### src/design/fpalu_pkg.sv
// Shared types, codes and helpers of the Q24.8 fixed-point ALU.
// Used by the front, queue, back and top-level modules; depends on nothing.
package fpalu_pkg;

    localparam logic signed [31:0] WORD_MAX = 32'sh7FFF_FFFF;
    localparam logic signed [31:0] WORD_MIN = 32'sh8000_0000;

    typedef enum logic [3:0] {
        OP_ADD  = 4'd0,
        OP_SUB  = 4'd1,
        OP_MUL  = 4'd2,
        OP_DIV  = 4'd3,
        OP_MIN  = 4'd4,
        OP_MAX  = 4'd5,
        OP_INC  = 4'd6,
        OP_ITOF = 4'd7,
        OP_FTOI = 4'd8,
        OP_NONE = 4'd9
    } t_op;

    // One classified word as it waits in the queue.
    typedef struct packed {
        t_op         op;
        logic [31:0] a;
        logic [31:0] b;
        logic        eq;
        logic        lt;
        logic        gt;
    } t_entry;

    // Result and status that travel down the back-end pipeline.
    typedef struct packed {
        t_op         op;
        logic        neg;
        logic        eq;
        logic        lt;
        logic        gt;
        logic        ovf;
        logic        dz;
        logic [31:0] res;
    } t_pay;

    typedef struct packed {
        logic [31:0] res;
        logic        ovf;
    } t_sat;

    // Applies a sign to an unsigned magnitude and saturates to 32 bits.
    function automatic t_sat sat_mag(input logic [63:0] mag, input logic neg);
        t_sat s;
        s.ovf = 1'b0;
        if (neg) begin
            if (mag > 64'h0000_0000_8000_0000) begin
                s.res = WORD_MIN;
                s.ovf = 1'b1;
            end else begin
                s.res = 32'd0 - mag[31:0];
            end
        end else begin
            if (mag > 64'h0000_0000_7FFF_FFFF) begin
                s.res = WORD_MAX;
                s.ovf = 1'b1;
            end else begin
                s.res = mag[31:0];
            end
        end
        return s;
    endfunction

endpackage

### src/design/fpalu_front.sv
// Front end of the fixed-point ALU: input handshake, opcode decode and compares.
// Depends on fpalu_pkg; feeds fpalu_queue.
module fpalu_front (
    input  logic                  i_valid,
    output logic                  o_ready,
    input  logic [3:0]            i_command,
    input  logic signed [31:0]    i_operand_a,
    input  logic signed [31:0]    i_operand_b,
    input  logic                  i_full,
    output logic                  o_push,
    output fpalu_pkg::t_entry     o_ent
);

    fpalu_pkg::t_op op;

    always_comb begin
        case (i_command)
            fpalu_pkg::OP_ADD, fpalu_pkg::OP_SUB, fpalu_pkg::OP_MUL,
            fpalu_pkg::OP_DIV, fpalu_pkg::OP_MIN, fpalu_pkg::OP_MAX,
            fpalu_pkg::OP_INC, fpalu_pkg::OP_ITOF, fpalu_pkg::OP_FTOI: begin
                op = fpalu_pkg::t_op'(i_command);
            end
            default: begin
                op = fpalu_pkg::OP_NONE;
            end
        endcase
    end

    assign o_ready   = !i_full;
    assign o_push    = i_valid && !i_full;
    assign o_ent.op  = op;
    assign o_ent.a   = i_operand_a;
    assign o_ent.b   = i_operand_b;
    assign o_ent.eq  = (i_operand_a == i_operand_b);
    assign o_ent.lt  = (i_operand_a < i_operand_b);
    assign o_ent.gt  = (i_operand_a > i_operand_b);

endmodule

### config.mk
export PLATFORM = sky130hd
export DESIGN_NAME = fpalu_front
export DESIGN_NICKNAME = d
export VERILOG_FILES = /design/src/design/fpalu_pkg.sv /design/src/design/fpalu_front.sv
export SDC_FILE = /design/constraint.sdc
export NUM_CORES = 1
export LEC_CHECK = 0
export ABC_AREA = 1
export BUFFER_PORTS_ARGS = -buffer_cell sky130_fd_sc_hd__buf_2
export CAP_MARGIN = 20
export CELL_PAD_IN_SITES_DETAIL_PLACEMENT = 1
export CELL_PAD_IN_SITES_GLOBAL_PLACEMENT = 2
export CORE_MARGIN = 2
export CORE_UTILIZATION = 18
export DETAILED_ROUTE_END_ITERATION = 10
export GPL_TIMING_DRIVEN = 0
export PLACE_DENSITY_LB_ADDON = 0.1
export RECOVER_POWER = 25
export SLEW_MARGIN = 20
export SYNTH_ARGS = -nofsm -noshare
export SYNTH_HDL_FRONTEND = slang
export SYNTH_SLANG_ARGS = --single-unit
### constraint.sdc
create_clock -name vclk -period 1.6
set_input_delay 0.08 -clock vclk [all_inputs]
set_output_delay 0.08 -clock vclk [all_outputs]
set_load 0.01 [all_outputs]
==> impl_results.md <==
- Status: finished, final reports clean
- Initial Utilization: 0.1865
- Critical path class: input pin to output pin
- Pwr dens: approximately 270 nW/um^2
- Register Area: 0 sq um
- Mapped cell area: 1449 sq um
- Std cell rows: 32
- Routability congestion estimate: between 0.6 and 0.7
- Cell area after layout: roughly 2600 sq um
- Detailed-route DRC error count: 0
- Core Util, Final: 0.3376
- Post-synthesis sequential area ratio: 0
- Syn. warnings: 0
- Full die area: roughly 8800 sq um
- Largest net degree at the start of global routing: 5
- DRT Pass-1 Iters: 4
- Number of I/O pins: approximately 140
- Syn Inst Count: between 200 and 250
- Min Clock Period, post-route: 1.520 ns
- Clock network power share: 0
- Final max-slew violation count: 0
- Leakage power: ~1.5 nW
- Die height: 93.72 microns
- Sequential cell count: 0
- Top cells by area, synth: buf_4 (33%), ha_1 (28%), inv_1 (11%), nand2_1 (9.1%), a21oi_1 (4.1%)
- First-pass GRT wire length: 6.168 mm
- Initial antenna violation count: 0
- DR vias: between 1500 and 2000
- Unique cell type count in the Yosys netlist: 23
- PortBufs: around 140
- Combinational Power Share: 1.000
- Pint: around 0.00038 W
- Placed cell area: roughly 2300 sq um
- Hold Violations, Final: 0
- CLK BUF: 0
- Arrival time at the worst endpoint: between 1 and 1.5 ns
- Final ANT Viol Nets: 0
- Setup TNS: 0 ns
- Max-Slew Margin vs Limit: 0.8355
- Detailed placement HPWL: around 4.0 mm
- CP max FO: 2
- Routed wire per std cell: ~9.3 microns
- Dominant cell type by area after synthesis: buf_4
- Syn avg cell area: between 6 and 7 sq um
- Drt first-iter violations: 6
- Grt ovf: 0
- Sequential power share: 0
- WP data required: 1.52 ns
- Number of global-route vias before repair: 1508
- Fill count: roughly 1000
- Final period util: 0.9501
- Via-to-Cell Ratio: about 3.7
- DRT Wirelength: around 4.3 mm
- Syn-to-layout area delta: 81.00%
- IR drop worst, VDD: 0.07262 mV
- Slew @ Worst Pin: 0.2447 ns
- Share of cells above drive strength 1: 0.6923
- Switching share of power: 0.4618
- Synth top area share: 0.3316
- Fin nets: 468
- FMAX: around 0.66 GHz
- Count of final setup violators: 0
- Core ar.: between 7000 and 8000 sq um
- HP Class: input pin to output pin
- Die W: 93.72 microns
- Crit end category: output pin
- Max Cap Violations: 0
- Crit start category: input pin
- Syn_nets: around 320
- Total GRT Usage: 0.08085
- Diode count: 0
- Sw Pwr: around 0.00033 W
==> Yosys cell counts (all sizes together) <==
cell type  instances
nand2             38
a21oi             13
nor3               2
o21ai              2
nor2              14
o31ai              1
inv               44
o21a               1
ha                32
nand3              4
a21o               1
clkbuf             1
and2               1
nand4              2
buf               64
==> cells by family (layout without fill, tap and decap cells) <==
| group | Yosys count | count (layout) | share of synthesized area |
|---|---|---|---|
| buffers and inverters | 109 | 253 | 0.4482 |
| and+or+nand+nor | 61 | 61 | 0.2047 |
| adders and majority gates | 32 | 32 | 0.2763 |
| AOI/OAI and AO/OA | 18 | 18 | 0.07082 |
==> power by group through the flow <==
stage,clock [W],combinational (W),sequential [W]
after floorplan,0,0.000363,0
after global placement,0,0.000606,0
after detailed placement,0,0.000613,0
after CTS,0,0.000617,0
after global routing,0,0.000792,0
final,0,0.000706,0
==> layout make-up <==
cell class / instances / area (sq um) / share of cell area
Buffer: 65 / 484.2 / 0.1846
Tap cell: 102 / 127.6 / 0.04866
Multi-Input combinational cell: 111 / 1074 / 0.4094
Inverter: 44 / 167.7 / 0.06393
Timing Repair Buffer: 144 / 769.5 / 0.2934
==> layer usage <==
layer  part of all wire  GRT usage  vias up
li1                   -          -      905
met1               0.43     0.1100      743
met2               0.47     0.1423       82
met3               0.10    0.01364        0
met4                  0          0        0
met5                  0          0        -
==> worst max-delay path: stages <==
cell,delay (ns)
buf_2,0.10
inv_1,0.08
ha_4,0.20
a21oi_2,0.12
nor2_1,0.07
nor2_4,0.08
nand3_2,0.09
a21oi_2,0.18
nand2_2,0.07
nand2_2,0.07
nand2_2,0.06
nor2_2,0.10
buf_2,0.14
==> path summary, 6_finish.rpt <==
kind / from / to / slack, ns / cells past startpoint
setup / recovery: i_operand_b[21] / o_ent[0] / 0.08 / 13
hold / removal: i_full / o_ready / 0.39 / 3
==> placed cells by master (no fill, tap or decap) <==
master	netlist	layout
nand2_2	3	13
o21a_2	1	1
nor2_1	10	9
nor2_4	2	2
buf_6	0	11
ha_1	32	14
inv_4	0	1
a21oi_2	1	8
ha_4	0	17
nand4_1	1	1
clkbuf_1	1	19
and2_1	1	1
buf_4	64	65
inv_2	1	12
nor2_2	2	3
a21o_1	1	1
ha_2	0	1
nand4_4	1	1
o31ai_1	1	1
o21ai_1	0	2
inv_1	43	31
nand3_1	3	3
nand3_2	1	1
buf_2	0	114
nor3_2	1	2
a21oi_1	12	5
nand2_1	35	25
==> through the flow <==
step / setup WS [ns] / hold WS, ns / total power [W] / std cells
final: 0.07981 / 0.3910 / 0.0007062 / 466
after global routing: -0.03594 / 0.4191 / 0.0007922 / 466
after CTS: 0.03117 / 0.4024 / 0.0006168 / 465
after detailed placement: 0.03316 / 0.4022 / 0.0006133 / 465
after floorplan: 0.3207 / 0.2035 / 0.0003633 / 220
after global placement: 0.08098 / 0.3985 / 0.0006056 / 465
==> what timing repair did <==
action,4_1_cts,5_1_grt
endpoints found under the hold margin,0,0
buffers inserted,0,1
hold buffers,0,0
gates resized for setup,0,67
endpoints found under the setup margin,0,3
No activity file was read; power rests on OpenSTA's default activity.
