<file path="src/design/fpalu_pkg.sv">
// Shared types, codes and helpers of the Q24.8 fixed-point ALU.
// Used by the front, queue, back and top-level modules; depends on nothing.
package fpalu_pkg;

    localparam logic signed [31:0] WORD_MAX = 32'sh7FFF_FFFF;
    localparam logic signed [31:0] WORD_MIN = 32'sh8000_0000;

    typedef enum logic [3:0] {
        OP_ADD  = 4'd0,
        OP_SUB  = 4'd1,
        OP_MUL  = 4'd2,
        OP_DIV  = 4'd3,
        OP_MIN  = 4'd4,
        OP_MAX  = 4'd5,
        OP_INC  = 4'd6,
        OP_ITOF = 4'd7,
        OP_FTOI = 4'd8,
        OP_NONE = 4'd9
    } t_op;

    // One classified word as it waits in the queue.
    typedef struct packed {
        t_op         op;
        logic [31:0] a;
        logic [31:0] b;
        logic        eq;
        logic        lt;
        logic        gt;
    } t_entry;

    // Result and status that travel down the back-end pipeline.
    typedef struct packed {
        t_op         op;
        logic        neg;
        logic        eq;
        logic        lt;
        logic        gt;
        logic        ovf;
        logic        dz;
        logic [31:0] res;
    } t_pay;

    typedef struct packed {
        logic [31:0] res;
        logic        ovf;
    } t_sat;

    // Applies a sign to an unsigned magnitude and saturates to 32 bits.
    function automatic t_sat sat_mag(input logic [63:0] mag, input logic neg);
        t_sat s;
        s.ovf = 1'b0;
        if (neg) begin
            if (mag > 64'h0000_0000_8000_0000) begin
                s.res = WORD_MIN;
                s.ovf = 1'b1;
            end else begin
                s.res = 32'd0 - mag[31:0];
            end
        end else begin
            if (mag > 64'h0000_0000_7FFF_FFFF) begin
                s.res = WORD_MAX;
                s.ovf = 1'b1;
            end else begin
                s.res = mag[31:0];
            end
        end
        return s;
    endfunction

endpackage

</file>
<file path="src/design/fpalu_queue.sv">
// Two-entry queue that decouples the ALU front end from its pipelined back end.
// Depends on fpalu_pkg for the entry type.
module fpalu_queue (
    input  logic              i_clk,
    input  logic              i_rst_n,
    input  logic              i_push,
    input  fpalu_pkg::t_entry i_ent,
    input  logic              i_pop,
    output logic              o_full,
    output logic              o_nonempty,
    output fpalu_pkg::t_entry o_ent
);

    fpalu_pkg::t_entry r_mem [0:1];
    logic              r_wp;
    logic              r_rp;
    logic [1:0]        r_cnt;

    always_ff @(posedge i_clk) begin
        if (!i_rst_n) begin
            r_wp  <= 1'b0;
            r_rp  <= 1'b0;
            r_cnt <= 2'd0;
        end else begin
            if (i_push) begin
                r_wp <= !r_wp;
            end
            if (i_pop) begin
                r_rp <= !r_rp;
            end
            r_cnt <= r_cnt + 2'(i_push) - 2'(i_pop);
        end
    end

    always_ff @(posedge i_clk) begin
        if (i_push) begin
            r_mem[r_wp] <= i_ent;
        end
    end

    assign o_full     = (r_cnt == 2'd2);
    assign o_nonempty = (r_cnt != 2'd0);
    assign o_ent      = r_mem[r_rp];

endmodule

</file>
<file path="config.mk">
export PLATFORM = sky130hd
export DESIGN_NAME = fpalu_queue
export DESIGN_NICKNAME = d
export VERILOG_FILES = /design/src/design/fpalu_pkg.sv /design/src/design/fpalu_queue.sv
export SDC_FILE = /design/constraint.sdc
export NUM_CORES = 1
export LEC_CHECK = 0
export BUFFER_PORTS_ARGS = -buffer_cell sky130_fd_sc_hd__buf_2
export CAP_MARGIN = 0
export CORE_UTILIZATION = 40
export CTS_CLUSTER_SIZE = 24
export DETAILED_ROUTE_END_ITERATION = 12
export GPL_TIMING_DRIVEN = 1
export PLACE_DENSITY = 0.67
export SYNTH_ARGS = -nofsm -noshare
export SYNTH_HDL_FRONTEND = slang
export SYNTH_SLANG_ARGS = --single-unit
</file>
<file path="constraint.sdc">
create_clock -name i_clk -period 9.6 [get_ports i_clk]
set_input_delay 1.92 -clock i_clk [delete_from_list [all_inputs] [get_ports i_clk]]
set_output_delay 1.92 -clock i_clk [all_outputs]
set_load 0.02 [all_outputs]
</file>
==> load_flow_metrics.sql <==
INSERT INTO impl_metrics (metric_group, metric, value, unit) VALUES
('run_status', 'run_status', 'finished clean', ''),
('synthesis', 'synth_sequential_area_ratio', '0.765', ''),
('run', 'timing.max_cap.violations', '0', ''),
('global_routing', 'grt-ovfl-total', '0', ''),
('setup_path', 'worst-endpoint-required', '7.68', 'ns'),
('global_routing', 'grt_pass1_vias', '2878', ''),
('finish', 'final_layout_size_suffix_gt1_frac', '0.600', ''),
('synthesis', 'syn-mean-instance-area', '23.6', 'sq um'),
('finish', 'antennaDiodeCount', '0', ''),
('clocking', 'clk_latency', '0.41', 'ns'),
('synthesis', 'postSynthRegisterBits', '147', ''),
('synthesis', 'synthCells', '242', ''),
('clocking', 'cts_max_level', '4', ''),
('synthesis', 'synthesis.nets', '319', ''),
('setup_path', 'crit_type', 'reg -> out', ''),
('floorplan', 'start_util', '0.411', ''),
('routing', 'via_per_inst', '4.59', ''),
('synthesis', 'synth_edf_count', '142', ''),
('timing', 'slew_violations', '0', ''),
('finish', 'layout.nets', '479', ''),
('finish', 'final_core_area_utilization', '0.516', ''),
('clocking', 'cts.clk_slew.worst_paths', '0.06', 'ns'),
('synthesis', 'syn-cell-area', '5710', 'sq um'),
('setup_path', 'critical_path_cell_by_cell', 'buf_4 -> mux2_2 -> buf_2', ''),
('routing', 'dr.first_iter.drc_count', '99', ''),
('clocking', 'numCtsBuffers', '17', ''),
('clocking', 'clk_root_buffer_cell', 'clkbuf_16', ''),
('routing', 'first_pass_iters', '4', ''),
('timing', 'tightestPinTransition', '1.00', 'ns'),
('pwr', 'cellPowerDensity', '228', 'nW/um^2'),
('place', 'portBuffers', '147', ''),
('routing', 'post-route-drc-count', '0', ''),
('global_routing', 'antenna_found_initial', '0', ''),
('floorplan', 'std_cell_rows', '43', ''),
('timing', 'timing.final.crit_period', '4.33', 'ns'),
('timing', 'finalSetupViolCount', '0', ''),
('hold_path', 'holdCritPathClass', 'reg -> reg', ''),
('clocking', 'cts_hold_buf', '0', ''),
('routing', 'drtAntennaViolNets', '0', ''),
('clocking', 'cts.sinks', '147', ''),
('timing', 'timing.final.crit_share', '0.451', ''),
('synthesis', 'ys.flop_type', 'edfxtp_1', ''),
('place', 'finalWeightedCongestion', '0.649', ''),
('setup_path', 'slowest_stage', 'dfxtp_4', ''),
('global_routing', 'groute.usage.overall', '0.135', ''),
('timing', 'finalClockSkew', '0.00236', 'ns'),
('clocking', 'cts.repair_timing.setup_buffer_count', '0', ''),
('timing', 'hold_viol_final', '0', ''),
('synthesis', 'synth_async_sr_flop_share', '0', ''),
('pwr', 'power.ir.vdd_worst', '0.105', 'mV'),
('synthesis', 'yosys-top-cells-area', 'edfxtp_1, mux2_4, buf_12, dfxtp_1, and2_1', ''),
('floorplan', 'placeableCoreArea', '13900', 'sq um'),
('floorplan', 'die_y', '121', 'microns'),
('global_routing', 'grt_first_pass_wirelength', '14.3', 'mm'),
('synthesis', 'synth.lib_cells_used.distinct', '14', ''),
('setup_path', 'setup.worst_path.start_class', 'flip-flop', ''),
('timing', 'final.setup.tns', '0', 'ns'),
('routing', 'routed-via-count', '2732', ''),
('pwr', 'power.leakage', '2.87', 'nW'),
('floorplan', 'top_level_ports', '148', ''),
('synthesis', 'post-synth-top-area-cell', 'edfxtp_1', ''),
('setup_path', 'slowest_delay', '0.72', 'ns'),
('hold_path', 'timing.hold.worst.start', 'r_rp', ''),
('clocking', 'cts_repair_resize_count', '0', ''),
('place', 'dpl-instance-area', '6540', 'sq um'),
('floorplan', 'die-area', '14700', 'sq um'),
('finish', 'layout.cell_area.non_filler', '7160', 'sq um'),
('setup_path', 'critical_path.endpoint_type', 'output port', ''),
('clocking', 'cts-root-to-sink-buffers', '2', ''),
('timing', 'fmax', '0.231', 'GHz'),
('synthesis', 'synth_warnings', '0', ''),
('setup_path', 'path_max_fanout', '41', ''),
('setup_path', 'cp.arrival', '2.41', 'ns'),
('floorplan', 'die_w', '121', 'microns'),
('global_routing', 'grt_start_max_net_pins', '72', ''),
('synthesis', 'ys_top_cells_by_count', 'edfxtp_1, mux2_4, buf_12', ''),
('place', 'place.detailed.hpwl', '5.98', 'mm'),
('routing', 'detail_route.wl_per_cell', '15.8', 'microns'),
('setup_path', 'reg2reg_from', 'r_wp', ''),
('finish', 'synthToLayoutAreaGrowth', '25.5', '%'),
('synthesis', 'synth_top_area_frac', '0.747', ''),
('routing', 'totalWireLength', '9.38', 'mm'),
('synthesis', 'yosysMostFrequentCell', 'edfxtp_1', ''),
('clocking', 'tritoncts', 'done', ''),
('timing', 'grt_setup_unrepaired', 'false', ''),
('timing', 'slew-limit-headroom', '0.332', '');
[sequential cells by signal (all words and copies together), names as in the netlist, named ones only]
signal,flops
r_cnt,2
r_mem,142
r_rp,1
r_wp,1
[cell families (layout without fill, tap and decap cells)]
logic type / after synthesis / after routing / synth area share
multiplexers: 71 / 71 / 0.186
flip-flops: 147 / 147 / 0.765
XOR/XNOR: 2 / 2 / 0.00548
adder cells (fa/ha/maj): 2 / 2 / 0.00439
AND/OR/NAND/NOR: 9 / 9 / 0.00987
AO/OA/AOI/OAI: 1 / 1 / 0.00132
buffers and inverters: 10 / 183 / 0.0279
[routing by layer]
| layer | share of wire | track usage | wire length (microns) |
|---|---|---|---|
| met4 | 0.022 | 0.0764 | 202 |
| met1 | 0.40 | 0.152 | 3790 |
| met5 | 0 | 0 | 0 |
| met3 | 0.067 | 0.0461 | 630 |
| met2 | 0.51 | 0.223 | 4760 |
[final cells by class]
| type | instances | area, sq um |
|---|---|---|
| inverters | 2 | 7.51 |
| clock buffers | 17 | 425 |
| clock inverters | 15 | 194 |
| flip-flops and latches | 147 | 4370 |
| well taps | 180 | 225 |
| fillers | 1182 | 6720 |
| repair buffers | 149 | 751 |
| multi-input cells | 85 | 1190 |
[path summary, 6_finish.rpt]
| check | endpoint | slack, ns | cells past startpoint |
|---|---|---|---|
| worst max-delay path | o_ent[70] | 5.27 | 3 |
| worst min-delay path | flip-flop | 0.60 | 2 |
| worst max register to register | r_mem[0][17] | 7.49 | 2 |
| worst min register to register | flip-flop | 0.60 | 2 |
[cell usage in the layout (no fill, tap or decap), drive strengths merged]
cell	instances
buf	149
edfxtp	142
mux2	71
clkbuf	17
clkinv	9
bufinv	5
dfxtp	5
and2	4
nor2b	4
inv	2
ha	2
or2	1
xor2	1
o21a	1
xnor3	1
clkinvlp	1
[report_power, final]
part           leakage [nW]  switching (mW)  internal (mW)
Clock                 0.299           0.236          0.453
Sequential             1.37          0.0160          0.743
Combinational          1.19          0.0977         0.0905
Total                  2.87           0.350           1.29
[per-stage QoR]
stage	instances	hold WS, ns	power, mW	setup WS, ns
floorplan	242	0.555	0.912	4.03
global placement	563	0.570	0.959	5.62
detailed placement	563	0.599	0.964	5.61
CTS	595	0.613	1.66	5.15
global route	595	0.631	1.69	5.08
finish	595	0.602	1.64	5.27
[worst max-delay path, delay by kind of cell (launching register included)]
kind	cells	cell delay, ns
buf+inv	2	0.86
flops	1	0.72
mux	1	0.41
No activity file was read; power rests on OpenSTA's default activity.
